==> config.mk <==
export PLATFORM = sky130hd
export DESIGN_NAME = priority_extract_fifo_top
export DESIGN_NICKNAME = d
export VERILOG_FILES = /design/src/design/pef_pkg.sv /design/src/design/pef_store.sv /design/src/design/pef_ctrl.sv /design/src/design/priority_extract_fifo_top.sv
export SDC_FILE = /design/constraint.sdc
export NUM_CORES = 1
export LEC_CHECK = 0
export BUFFER_PORTS_ARGS = -buffer_cell sky130_fd_sc_hd__buf_2
export CELL_PAD_IN_SITES_DETAIL_PLACEMENT = 1
export CELL_PAD_IN_SITES_GLOBAL_PLACEMENT = 1
export CORE_ASPECT_RATIO = 0.8
export CORE_UTILIZATION = 45
export DETAILED_ROUTE_END_ITERATION = 7
export PLACE_DENSITY = 0.68
export SETUP_SLACK_MARGIN = 0.1
export SYNTH_ARGS = -nofsm -noshare
export SYNTH_HDL_FRONTEND = slang
export SYNTH_SLANG_ARGS = --single-unit
==> constraint.sdc <==
create_clock -name clk -period 3.6 [get_ports clk]
set_input_delay 0 -clock clk [delete_from_list [all_inputs] [get_ports clk]]
set_output_delay 0 -clock clk [all_outputs]
set_load 0.01 [all_outputs]
==> src/design/pef_pkg.sv <==
// Shared types and constants for the priority extract queue.
package pef_pkg;

  localparam int QUEUE_DEPTH   = 16;
  localparam int PAYLOAD_BITS  = 32;
  localparam int PRIORITY_BITS = 8;
  localparam int ADDR_BITS     = $clog2(QUEUE_DEPTH);
  localparam int CNT_BITS      = $clog2(QUEUE_DEPTH + 1);

  // Request codes
  localparam logic [1:0] REQ_ENQ  = 2'd0;
  localparam logic [1:0] REQ_DEQ  = 2'd1;
  localparam logic [1:0] REQ_PRI  = 2'd2;

  // Status codes
  localparam logic [1:0] STAT_OK    = 2'd0;
  localparam logic [1:0] STAT_EMPTY = 2'd1;
  localparam logic [1:0] STAT_FULL  = 2'd2;

  typedef enum logic [1:0] {
    S_IDLE,
    S_SCAN,
    S_SHIFT,
    S_DONE
  } state_t;

  typedef struct packed {
    logic [1:0]               req_type;
    logic [PAYLOAD_BITS-1:0]  in_payload;
    logic [PRIORITY_BITS-1:0] in_priority;
  } req_t;

  typedef struct packed {
    logic [PAYLOAD_BITS-1:0]  out_payload;
    logic [PRIORITY_BITS-1:0] out_priority;
    logic [1:0]               status;
    logic [CNT_BITS-1:0]      occupancy_now;
  } rsp_t;

  typedef struct packed {
    logic [PAYLOAD_BITS-1:0]  payload;
    logic [PRIORITY_BITS-1:0] pri;
  } entry_t;

  typedef struct packed {
    logic                 we;
    logic [ADDR_BITS-1:0] waddr;
    entry_t               wdata;
    logic                 re;
    logic [ADDR_BITS-1:0] raddr;
  } mem_req_t;

endpackage

==> src/design/pef_store.sv <==
// Entry storage: one write port, one registered read port.
module pef_store (
  input  logic              clk,
  input  pef_pkg::mem_req_t mem,
  output pef_pkg::entry_t   rd_data
);
  import pef_pkg::*;

  entry_t slots [QUEUE_DEPTH];

  // Write one entry
  always_ff @(posedge clk) begin
    if (mem.we) begin
      slots[mem.waddr] <= mem.wdata;
    end
  end

  // Read one entry, data in the next cycle
  always_ff @(posedge clk) begin
    if (mem.re) begin
      rd_data <= slots[mem.raddr];
    end
  end

endmodule

==> src/design/pef_ctrl.sv <==
// Sequencer: scans entries through the shared compare, then compacts the queue.
module pef_ctrl (
  input  logic              clk,
  input  logic              rst,
  input  logic              req_valid,
  output logic              req_ready,
  input  pef_pkg::req_t     req,
  output pef_pkg::mem_req_t mem,
  input  pef_pkg::entry_t   rd_data,
  output logic              done_valid,
  input  logic              take,
  output pef_pkg::rsp_t     done
);
  import pef_pkg::*;

  state_t               state;
  state_t               state_next;
  logic [CNT_BITS-1:0]  occ;
  logic [CNT_BITS-1:0]  idx;
  logic [CNT_BITS-1:0]  lim;
  logic                 rd_pend;
  logic [ADDR_BITS-1:0] rd_idx;
  logic [ADDR_BITS-1:0] best_idx;
  entry_t               best;
  logic [PAYLOAD_BITS-1:0]  res_pay;
  logic [PRIORITY_BITS-1:0] res_pri;
  logic [1:0]           res_status;

  logic accept;
  logic full;
  logic scan_end;
  logic shift_end;
  logic take_best;

  assign accept    = req_valid && req_ready;
  assign full      = (occ == CNT_BITS'(QUEUE_DEPTH));
  assign scan_end  = (idx == lim) && !rd_pend;
  assign shift_end = (idx >= occ) && !rd_pend;
  assign take_best = rd_pend && ((rd_idx == '0) || (rd_data.pri > best.pri));

  // Next state
  always_comb begin
    state_next = state;
    unique case (state)
      S_IDLE: begin
        if (accept) begin
          if ((req.req_type == REQ_DEQ || req.req_type == REQ_PRI) && occ != '0) begin
            state_next = S_SCAN;
          end else begin
            state_next = S_DONE;
          end
        end
      end
      S_SCAN: begin
        if (scan_end) begin
          state_next = S_SHIFT;
        end
      end
      S_SHIFT: begin
        if (shift_end) begin
          state_next = S_DONE;
        end
      end
      S_DONE: begin
        if (take) begin
          state_next = S_IDLE;
        end
      end
      default: state_next = S_IDLE;
    endcase
  end

  // Outputs and memory port
  always_comb begin
    req_ready  = (state == S_IDLE);
    done_valid = (state == S_DONE);
    mem.re     = ((state == S_SCAN) && (idx < lim)) || ((state == S_SHIFT) && (idx < occ));
    mem.raddr  = idx[ADDR_BITS-1:0];
    if (state == S_SHIFT) begin
      mem.we    = rd_pend;
      mem.waddr = rd_idx - ADDR_BITS'(1);
      mem.wdata = rd_data;
    end else begin
      mem.we    = accept && (req.req_type == REQ_ENQ) && !full;
      mem.waddr = occ[ADDR_BITS-1:0];
      mem.wdata = '{payload: req.in_payload, pri: req.in_priority};
    end
    done.out_payload   = res_pay;
    done.out_priority  = res_pri;
    done.status        = res_status;
    done.occupancy_now = occ;
  end

  // Control state
  always_ff @(posedge clk) begin
    if (rst) begin
      state   <= S_IDLE;
      occ     <= '0;
      rd_pend <= 1'b0;
    end else begin
      state   <= state_next;
      rd_pend <= mem.re;
      if (state == S_IDLE && accept && req.req_type == REQ_ENQ && !full) begin
        occ <= occ + CNT_BITS'(1);
      end else if (state == S_SHIFT && shift_end) begin
        occ <= occ - CNT_BITS'(1);
      end
    end
  end

  // Datapath
  always_ff @(posedge clk) begin
    rd_idx <= mem.raddr;
    unique case (state)
      S_IDLE: begin
        if (accept) begin
          res_pay    <= '0;
          res_pri    <= '0;
          idx        <= '0;
          lim        <= (req.req_type == REQ_PRI) ? occ : CNT_BITS'(1);
          if (req.req_type == REQ_ENQ && full) begin
            res_status <= STAT_FULL;
          end else if ((req.req_type == REQ_DEQ || req.req_type == REQ_PRI) && occ == '0) begin
            res_status <= STAT_EMPTY;
          end else begin
            res_status <= STAT_OK;
          end
        end
      end
      S_SCAN: begin
        // Advance read pointer, keep the earliest highest priority
        if (idx < lim) begin
          idx <= idx + CNT_BITS'(1);
        end
        if (take_best) begin
          best     <= rd_data;
          best_idx <= rd_idx;
        end
        if (scan_end) begin
          idx <= CNT_BITS'(best_idx) + CNT_BITS'(1);
        end
      end
      S_SHIFT: begin
        // Move each later entry down one slot
        if (idx < occ) begin
          idx <= idx + CNT_BITS'(1);
        end
        if (shift_end) begin
          res_pay <= best.payload;
          res_pri <= best.pri;
        end
      end
      S_DONE: begin
      end
      default: begin
      end
    endcase
  end

`ifndef NO_ASSERTIONS
  a_occ_bound: assert property (@(posedge clk) disable iff (rst)
    occ <= CNT_BITS'(QUEUE_DEPTH))
    else $error("occupancy above depth");

  a_shift_in_range: assert property (@(posedge clk) disable iff (rst)
    (state == S_SHIFT && mem.we) |-> (CNT_BITS'(mem.waddr) + CNT_BITS'(1) < occ))
    else $error("compaction write outside held entries");

  a_enq_grow: assert property (@(posedge clk) disable iff (rst)
    (accept && req.req_type == REQ_ENQ && !full) |=> (occ == $past(occ) + CNT_BITS'(1)))
    else $error("enqueue did not grow occupancy");

  a_scan_limit: assert property (@(posedge clk) disable iff (rst)
    (state == S_SCAN) |-> (lim <= occ && lim != '0))
    else $error("scan limit outside held entries");
`endif

endmodule

==> src/design/priority_extract_fifo_top.sv <==
// Top level of the priority extract queue: sequencer, storage and result register.
//
// Request channel (req_valid/req_ready/req): one beat per request, req_type
// selects enqueue, dequeue of the head, or dequeue of the highest priority
// entry (earliest arrival on a tie). Response channel (rsp_valid/rsp_ready/rsp)
// returns exactly one beat per request with the removed entry, a status and
// the occupancy after the request.
// Enqueue, a rejected request or an unused code goes to the response without
// a scan. A dequeue with N entries held runs the shared compare over the
// scanned entries one per cycle (one entry for head dequeue, N for priority
// dequeue), then compacts the entries behind the removed one through the
// single storage read port, one per cycle.
// One request is in flight at a time; req_ready is high only between requests.
// Reset empties the queue at once; entry storage is not cleared.
// When the receiver stalls, the finished response waits in the result
// register and the next request is still taken; its response waits inside
// until the register frees.
module priority_extract_fifo_top (
  input  logic          clk,
  input  logic          rst,
  input  logic          req_valid,
  output logic          req_ready,
  input  pef_pkg::req_t req,
  output logic          rsp_valid,
  input  logic          rsp_ready,
  output pef_pkg::rsp_t rsp
);
  import pef_pkg::*;

  mem_req_t mem;
  entry_t   rd_data;
  logic     done_valid;
  rsp_t     done;
  logic     take;

  assign take = !rsp_valid || rsp_ready;

  pef_ctrl u_ctrl (
    .clk        (clk),
    .rst        (rst),
    .req_valid  (req_valid),
    .req_ready  (req_ready),
    .req        (req),
    .mem        (mem),
    .rd_data    (rd_data),
    .done_valid (done_valid),
    .take       (take),
    .done       (done)
  );

  pef_store u_store (
    .clk     (clk),
    .mem     (mem),
    .rd_data (rd_data)
  );

  // Hold the result until the receiver takes it
  always_ff @(posedge clk) begin
    if (rst) begin
      rsp_valid <= 1'b0;
    end else if (done_valid && take) begin
      rsp_valid <= 1'b1;
    end else if (rsp_ready) begin
      rsp_valid <= 1'b0;
    end
  end

  always_ff @(posedge clk) begin
    if (done_valid && take) begin
      rsp <= done;
    end
  end

endmodule
; ---- Word level (Yosys, flattened, before mapping)
; Memory sizes are Yosys's and may differ from the RTL's. A register that Yosys moved wholly into a read port is not among the register bits.
; Cells that the tools add are included.
[word_totals]
ff_bits = 156
ram_bits = 640
inputBits = 46
output_inout_bits = 49
wordCells = 102
memories = 1
[op_classes]
addsub = 5
magnitude_cmp = 4
eq_ne = 13
muxes = 25
reduce_logical = 37
[memory_table]
columns = memory, depth, word_bits, read_ports, rd_clocked_by_memory_dff, wr, line_no
row1 = u_store.slots, 16, 40, 1, 1, 1, pef_store.sv:9  ; entry_t slots [QUEUE_DEPTH];
[op_table]
columns = operator, n
row1 = 2-to-1 mux 32 bit, 2
row2 = case mux 32 bit (2 select lines), 1
row3 = 2-to-1 mux 45 bit, 1
row4 = 2-to-1 mux 5 bit, 6
row5 = logical AND 1 bit, 16
row6 = 2-to-1 mux 8 bit, 2
row7 = case mux 8 bit (2 select lines), 1
row8 = case mux 5 bit (3 select lines), 1
row9 = adder 5 x 1 -> 5 bit (second input constant), 2
row10 = less-than comparator 5 bit, 2
row11 = 2-to-1 mux 2 bit, 5
row12 = > comparator 8 bit, 1
row13 = case mux 2 bit (4 select lines), 1
row14 = AND reduction 4 bit, 2
row15 = equality test 2 bit (second input constant), 3
row16 = inequality test 2 x 1 -> 1 bit (second input constant), 3
row17 = nonzero test 2 bit, 3
row18 = adder 4 x 1 -> 5 bit (second input constant), 1
row19 = equality test 5 bit, 1
row20 = equality test 5 bit (second input constant), 1
row21 = >= comparator 5 bit, 1
row22 = logical NOT 5 bit, 1
row23 = 2-to-1 mux 1 bit, 5
row24 = nonzero test 5 bit, 1
row25 = 12 further kinds, 21

; ---- Depth between registers and ports, before layout
; Gate-level depths: netlist (run 1).
[logic_depth]
depth_word = 7
mapped_depth = 11
ltp_nobuf = 11

; ---- Modules after synthesis
; Synthesis (run 1) repeated with hierarchy kept, for this count alone.
[hier_totals]
hier_cells = 1483
hier_area_um2 = 32194.6
[by_module_without_submodules]
columns = mod, n_inst, cells_per_inst, area_per_inst_um2, seq_area_each_um2
row1 = pef_store, 1, 1040, 25532.0, 20419.6
row2 = pef_ctrl, 1, 391, 5196.2, 3123.0
row3 = priority_extract_fifo_top, 1, 52, 1466.4, 1431.4

; ---- Worst setup path after synthesis (run 1)
; Ideal clock, no wire load.
[synth_timing]
kind = reg2reg
startpoint = register u_ctrl.idx[0]
endpoint = register u_ctrl.res_pay[0], enable pin
setup_time_ns = 0.437
arrival_time_ns = 3.384
t_required_ns = 3.163
path_slack_ns = -0.221
path_stages_with_launch = 10
path_buffers = 3
synth_period_minus_slack_ns = 3.821
path_cell_list = edfxtp_1 buf_6 buf_6 buf_4 inv_1 ha_1 nor2b_1 o21ai_1 a21oi_1 nor2_1
[synth_via]
elab_chain_len = 4
[synth_lines]
columns = item, line_no
row1 = start: declaration, pef_ctrl.sv:19  ; logic [CNT_BITS-1:0] idx;
row2 = start signal: assignment, pef_ctrl.sv:133  ; idx <= idx + CNT_BITS'(1);
row3 = start signal: assignment, pef_ctrl.sv:140  ; idx <= CNT_BITS'(best_idx) + CNT_BITS'(1);
row4 = start signal: assignment, pef_ctrl.sv:146  ; idx <= idx + CNT_BITS'(1);
row5 = >= comparator 5 bit, pef_ctrl.sv:38  ; assign shift_end = (idx >= occ) && !rd_pend;
row6 = logical AND 1 bit, pef_ctrl.sv:38
row7 = inequality test 2 x 1 -> 1 bit (no source line), --
row8 = AND reduction 3 bit (no source line), --
row9 = end signal: assignment, pef_ctrl.sv:149  ; res_pay <= best.payload;
row10 = end: declaration, pef_ctrl.sv:25  ; logic [PAYLOAD_BITS-1:0] res_pay;
; Every way passes these cells.
; A chain may end at the register's enable or synchronous reset.

; ---- Final worst setup path (run 1)
[layout_timing]
startpoint = register u_ctrl.state[0]
endpoint = memory u_store.slots[9][12] in the netlist's numbering, enable pin
[layout_via]
elab_chain_len = 7
word_cells_on_any_way = 8
classes_between = eq/ne (1) / mux (3) / reduce/logical (4)
[layout_lines]
columns = item, line_no
row1 = start: declaration, pef_ctrl.sv:16  ; state_t state;
row2 = start signal: assignment, pef_ctrl.sv:101  ; state <= state_next;
row3 = logical NOT 2 bit, pef_ctrl.sv:75  ; req_ready = (state == S_IDLE);
row4 = logical AND 1 bit, pef_ctrl.sv:35  ; assign accept = req_valid && req_ready;
row5 = logical AND 1 bit (2 in a row), pef_ctrl.sv:84  ; mem.we = accept && (req.req_type == REQ_ENQ) && !full;
row6 = 2-to-1 mux 45 bit *, pef_ctrl.sv:79  ; if (state == S_SHIFT) begin
row7 = 2-to-1 mux 1 bit, pef_store.sv:13  ; if (mem.we) begin
row8 = 2-to-1 mux 1 bit (implied by the code), pef_store.sv:14  ; slots[mem.waddr] <= mem.wdata;
row9 = end: declaration, pef_store.sv:9
; Every way passes the cells marked *; elsewhere a longest branch is shown, timed or not.

==> flow_metrics.env, run 1 <==
export IMPL_yosys_warnings=0
export IMPL_drive_gt1_share_pct=26.7
export IMPL_area_growth_pct=15.4
export IMPL_crit_chain="inv_1 > ha_1 > nand3_1 > a21oi_2 > inv_2 > o31ai_2 > nand2_1 > nor2_4 > buf_4"
export IMPL_ys_flop_type="edfxtp_1"
export IMPL_io_buffer_count=94
export IMPL_grt_pass1_vias=16600
export IMPL_final_hold_violation_count=0
export IMPL_antenna_found_initial=1
export IMPL_fin_util_pct=52.7
export IMPL_ctsLongestPathBuffers=3
export IMPL_ff_latch_area_sq_mm=0.0250
export IMPL_ir_drop_v=0.000787
export IMPL_dieWidth_microns=302
export IMPL_core_sq_mm=0.0708
export IMPL_finClkSkew_ps=28.7
export IMPL_cp_top_family="buffers and inverters"
export IMPL_root_buffer="clkbuf_16"
export IMPL_die_area_sq_mm=0.0729
export IMPL_netlist_area_sq_mm=0.0323
export IMPL_multiInputGateArea_sq_mm=0.00699
export IMPL_insertion_delay_ps=640
export IMPL_end_kind="register"
export IMPL_synth_seq_cells=836
export IMPL_setup_viol=0
export IMPL_synthArstFlopShare_pct=0
export IMPL_vias=15400
export IMPL_dp_cells=2531
export IMPL_status="finished, violations left"
export IMPL_cts_buffers=83
export IMPL_syn_nets=1607
export IMPL_path_buf_inv=3
export IMPL_drt_drc_violations_left=7
export IMPL_slew_violations=0
export IMPL_start_kind="register"
export IMPL_period_share_pct=84.0
export IMPL_vias_per_cell=5.64
export IMPL_max_stage_delay_ps=420
export IMPL_slowest_stage="buf_4"
export IMPL_wirelength_mm=71.2
export IMPL_ys_types=55
export IMPL_fmax_mhz=331
export IMPL_synth_avg_cell_area_sq_um=21.2
export IMPL_path_class="reg -> reg"
export IMPL_violations="design-rule violations"
export IMPL_rsz0062_at_grt="no"
export IMPL_floorplan_initialDensity_pct=45.7
export IMPL_worst_path_max_fanout=23
export IMPL_cts_max_level=3
export IMPL_n_antenna_cell=0
export IMPL_holdCritPathClass="in -> reg"
export IMPL_tritoncts="yes"
export IMPL_grt_overflow=0
export IMPL_max_slew_margin_pct=29.2
export IMPL_syn_inst=1528
export IMPL_worst_pin_slew_ps=1060
export IMPL_wl_per_cell_microns=26.2
export IMPL_worstPathArrival_ps=3290
export IMPL_gp_congestion=0.774
export IMPL_drt_initial_drc_count=1188
export IMPL_grt_pass1_wl_mm=107
export IMPL_fin_crit_ps=3020
export IMPL_grtUsageTotal_pct=20.0
export IMPL_required_ps=3860
export IMPL_ctsResizeCount=0
export IMPL_final_antenna_net_count=0
export IMPL_p_leak_nw=12.0
export IMPL_drt_pass1_iter_count=7
export IMPL_max_cap_viol_count=0
export IMPL_grt_max_degree=162
export IMPL_final_cells=2723
export IMPL_dpl_hpwl_mm=38.8
export IMPL_seq_area_frac_synth_pct=77.3
export IMPL_nets=1807
export IMPL_synth_edff_count=823
export IMPL_nFillCells=6234
export IMPL_io_pins=95
export IMPL_clkSinkCount=836
export IMPL_pwr_density_cell_mw_per_mm2=769
export IMPL_clk_pin_slew_ps=60
export IMPL_rows=87
export IMPL_die_h_microns=242
[synth_stat cells (all sizes together), types with 5 or more instances]
cell type / n / area, sq um
xor2: 5 / 43.8
nand2: 15 / 56.3
ha: 32 / 400
mux2i: 43 / 430
a211oi: 43 / 340
edfxtp: 823 / 24700
nor2b: 51 / 319
clkbuf: 27 / 101
nor2: 42 / 158
mux4: 160 / 3600
inv: 26 / 97.6
a21oi: 56 / 284
xnor2: 5 / 43.8
buf: 45 / 313
dfxtp: 13 / 260
o21ai: 5 / 25.0
nand3: 8 / 40.0
and2: 42 / 263
mux2: 42 / 473
[layer usage]
metal / track usage [%] / part of all wire, %
met5: 0 / 0
met4: 4.49 / 1.8
met3: 3.61 / 4.9
met2: 32.3 / 49
met1: 28.6 / 45
[state kept, by name, summed over array words and instances (netlist names), 5 cells and up]
register         flops
u_ctrl.occ           5
u_ctrl.res_pay      32
rsp                 47
u_store.rd_data     40
u_ctrl.best         40
u_ctrl.lim           5
u_store.slots      640
u_ctrl.idx           5
u_ctrl.res_pri       8
[layout make-up]
type	count	area share (%)
Clock buffer	102	5.87
Clock inverter	44	1.04
Inverter	27	0.272
Multi-Input combinational cell	593	18.7
Sequential cell	836	66.9
Tap cell	934	3.13
Timing Repair Buffer	187	4.01
[power by group]
part	internal [mW]	switching (mW)
Clock	4.75	3.54
Sequential	12.6	0.437
Combinational	2.96	4.38
[metrics by stage]
stage	worst slack, ps	hold WS [ps]	power (mW)	area [sq um]	TNS [ps]
after detailed placement	520	355	20.7	34300	0
final	577	262	28.7	37300	0
after CTS	508	222	29.0	37300	0
after floorplan	-49.0	204	18.3	32300	-12980
after global routing	418	251	30.0	37300	0
after global placement	665	346	20.4	34300	0
[path summary, 6_finish.rpt]
| kind | start | to | slack [ps] | cells past startpoint |
|---|---|---|---|---|
| hold reg to reg | u_ctrl.res_pay[7] | rsp[22] | 410 | 0 |
| hold / removal | rst | u_ctrl.occ[0] | 260 | 3 |
| setup reg to reg | u_ctrl.state[0] | u_store.slots[9][12] | 580 | 9 |
| setup / recovery | u_ctrl.state[0] | u_store.slots[9][12] | 580 | 9 |
[layout by cell type, fill, tap and decap left out, types with 6 or more instances in the layout]
cell           instances
nor2b_1               50
buf_12                17
nand2_1               15
mux4_2               160
clkbuf_1              17
clkinv_2              10
mux2i_1               43
nor2_1                25
clkbuf_16             85
buf_4                 30
and2_1                42
ha_1                  31
clkinv_1              21
dfxtp_1               13
a21oi_1               54
edfxtp_1             823
dlygate4sd3_1         46
inv_1                 25
mux2_2                40
nor2_4                17
bufinv_16              6
a211oi_1              41
nand3_1                8
buf_2                 94
[timing repair]
action	in CTS	in global routing
hold endpoints to repair	663	0
hold buffers	46	0
buffers inserted	0	0
[worst reg2reg max path, cell delays in order, from the launching register on]
cell and delay [ps]:
dfxtp_1 340, inv_1 160, ha_1 240, nand3_1 140, a21oi_2 320, inv_2 140
o31ai_2 350, nand2_1 330, nor2_4 180, buf_4 420
[cells by family (layout without fill, tap and decap cells)]
logic type               after synthesis  after routing  share of synthesized area [%]
AO/OA/AOI/OAI                        128            128                           2.63
XOR/XNOR                              10             10                          0.271
adder cells (fa/ha/maj)               33             33                           1.30
buffers and inverters                 99            360                           1.59
flip-flops                           836            836                           77.3
multiplexers                         245            245                           13.9
AND/OR/NAND/NOR                      177            177                           3.00
No activity file was read; power rests on OpenSTA's default activity.
==> run 2, diff against run 1 <==
==> constraint.sdc (replaced) <==
create_clock -name clk -period 2.7 [get_ports clk]
set_input_delay 0 -clock clk [delete_from_list [all_inputs] [get_ports clk]]
set_output_delay 0 -clock clk [all_outputs]
set_load 0.01 [all_outputs]
==> run 2 against run 1 <==
The flow still finishes with violations (design-rule violations). Fmax increased by 25%. Clock skew is 4.2 ps lower. First-iteration DRC count decreased by 3.1%. Sequential power is 33% higher. Critical endpoint is now u_store.slots[12][11]. Largest cell class unchanged.
==> flow_metrics.env, run 2 (synthesis results as in run 1) <==
export IMPL_grt_overflow=0
export IMPL_final_hold_violation_count=0
export IMPL_root_buffer="clkbuf_16"
export IMPL_cts_buffers=82
export IMPL_holdCritPathClass="in -> reg"
export IMPL_pwr_density_cell_mw_per_mm2=1030
export IMPL_cp_top_family="buffers and inverters"
export IMPL_grtUsageTotal_pct=19.9
export IMPL_io_buffer_count=94
export IMPL_die_area_sq_mm=0.0729
export IMPL_final_antenna_net_count=0
export IMPL_ff_latch_area_sq_mm=0.0250
export IMPL_most_common_layout_cells="edfxtp_1, mux4_2, buf_2"
export IMPL_reg_top3="u_store.slots: 640 flops, rsp: 47 flops"
export IMPL_dp_cells=2558
export IMPL_min_to="u_store.slots[6][17]"
export IMPL_final_cells=2747
export IMPL_top_register="u_store.slots"
export IMPL_die_h_microns=242
export IMPL_drt_initial_drc_count=1151
export IMPL_fmax_mhz=414
export IMPL_ctsLongestPathBuffers=3
export IMPL_rrSetupSlack_ps=280
export IMPL_period_share_pct=89.6
export IMPL_path_buf_inv=4
export IMPL_worstPathArrival_ps=2730
export IMPL_grt_max_degree=73
export IMPL_finClkSkew_ps=24.5
export IMPL_gp_congestion=0.786
export IMPL_start_kind="register"
export IMPL_insertion_delay_ps=630
export IMPL_grt_pass1_vias=16500
export IMPL_status="finished, violations left"
export IMPL_largest_register_ff_count=640
export IMPL_worst_pin_slew_ps=665
export IMPL_holdPathStages=2
export IMPL_path_class="reg -> reg"
export IMPL_wirelength_mm=71.7
export IMPL_violations="design-rule violations"
export IMPL_p_leak_nw=12.2
export IMPL_max_stage_delay_ps=360
export IMPL_floorplan_initialDensity_pct=45.7
export IMPL_slowest_stage="dfxtp_1"
export IMPL_multiInputGateArea_sq_mm=0.00702
export IMPL_core_sq_mm=0.0708
export IMPL_cts_max_level=3
export IMPL_max_cap_viol_count=0
export IMPL_fin_crit_ps=2420
export IMPL_reg2reg_to="u_store.slots[12][11]"
export IMPL_max_slew_margin_pct=55.7
export IMPL_p_sw_mw=11.5
export IMPL_io_pins=95
export IMPL_reg2reg_depth=10
export IMPL_grt_pass1_wl_mm=107
export IMPL_setup_viol=0
export IMPL_end_kind="register"
export IMPL_intPower_mw=27.5
export IMPL_r2r_start="u_ctrl.state[1]"
export IMPL_clk_pin_slew_ps=60
export IMPL_ir_drop_v=0.000576
export IMPL_drive_gt1_share_pct=28.8
export IMPL_p_clk_share_pct=28.5
export IMPL_nFillCells=6174
export IMPL_drt_drc_violations_left=20
export IMPL_slew_violations=0
export IMPL_p_seq_share_pct=44.6
export IMPL_final_common_cell="edfxtp_1"
export IMPL_fin_util_pct=53.4
export IMPL_nets=1827
export IMPL_area_growth_pct=16.9
export IMPL_rows=87
export IMPL_min_from="req[17]"
export IMPL_dpl_hpwl_mm=43.1
export IMPL_combPwrFrac_pct=26.9
export IMPL_antenna_found_initial=2
export IMPL_worst_path_max_fanout=14
export IMPL_crit_chain="inv_1 > ha_1 > nand3_2 > a21oi_4 > inv_2 > o31ai_2 > nand2_1 > buf_4 > nor2_4 > buf_12"
export IMPL_clkSinkCount=836
export IMPL_required_ps=3020
export IMPL_dieWidth_microns=302
export IMPL_drt_pass1_iter_count=8
export IMPL_swShare_pct=29.4
export IMPL_vias_per_cell=5.60
export IMPL_wl_per_cell_microns=26.1
export IMPL_tritoncts="yes"
export IMPL_vias=15400
export IMPL_rsz0062_at_grt="no"
## run 2: final cells by class
class                      count  share of cell area, %
antenna                        1                0.00662
clock buffer                 101                   5.81
clock inverter                47                   1.08
inverter                      27                  0.268
multi-input combinational    593                   18.6
sequential                   836                   66.1
tap                          934                   3.09
timing repair buffer         208                   5.05
## run 2: worst max-delay path by stage
| stage | cells past startpoint | slack (ps) | startpoint | end |
|---|---|---|---|---|
| after CTS | 7 | 70 | u_ctrl.state[0] | u_store.slots[10][22] |
| after floorplan | 8 | -330 | u_ctrl.state[0] | u_store.slots[4][0] |
| after global placement | 7 | 140 | u_ctrl.state[0] | u_store.slots[15][30] |
| final | 10 | 280 | u_ctrl.state[1] | u_store.slots[12][11] |
| after detailed placement | 7 | 120 | u_ctrl.state[0] | u_store.slots[6][15] |
| after global routing | 11 | 120 | u_ctrl.state[1] | u_ctrl.occ[4] |
## run 2: stage by stage
step,area (sq um),TNS (ps),worst slack [ps],power (mW),hold WS (ps)
2_1_floorplan,32400,-107250,-325,24.6,212
6_report,37800,0,282,39.0,0.979
4_1_cts,37700,0,70.8,39.4,0.0233
5_1_grt,37800,0,124,40.7,33.7
3_5_place_dp,34700,0,123,28.2,360
3_3_place_gp,34700,0,144,27.8,350
## run 2: timing repair
action,4_1_cts,5_1_grt
resized for setup,0,4
endpoints found under the setup margin,13,413
gates cloned,0,0
buffers inserted,0,3
pin swaps,0,2
hold buffers,37,0
hold endpoints to repair,473,0
## run 2: per-layer routing
layer	GRT usage, %	vias up	part of all wire [%]
li1	-	6677	-
met1	28.8	8232	45
met2	31.9	378	48
met3	3.34	85	4.4
met4	4.65	0	1.7
met5	0	-	0
## run 2: power groups by stage
stage          combinational, mW  sequential, mW  clock [mW]
2_1_floorplan               7.08            17.5           0
3_3_place_gp                10.2            17.6           0
3_5_place_dp                10.5            17.7           0
4_1_cts                     10.6            17.4        11.4
5_1_grt                     11.4            17.5        11.8
6_report                    10.5            17.4        11.1
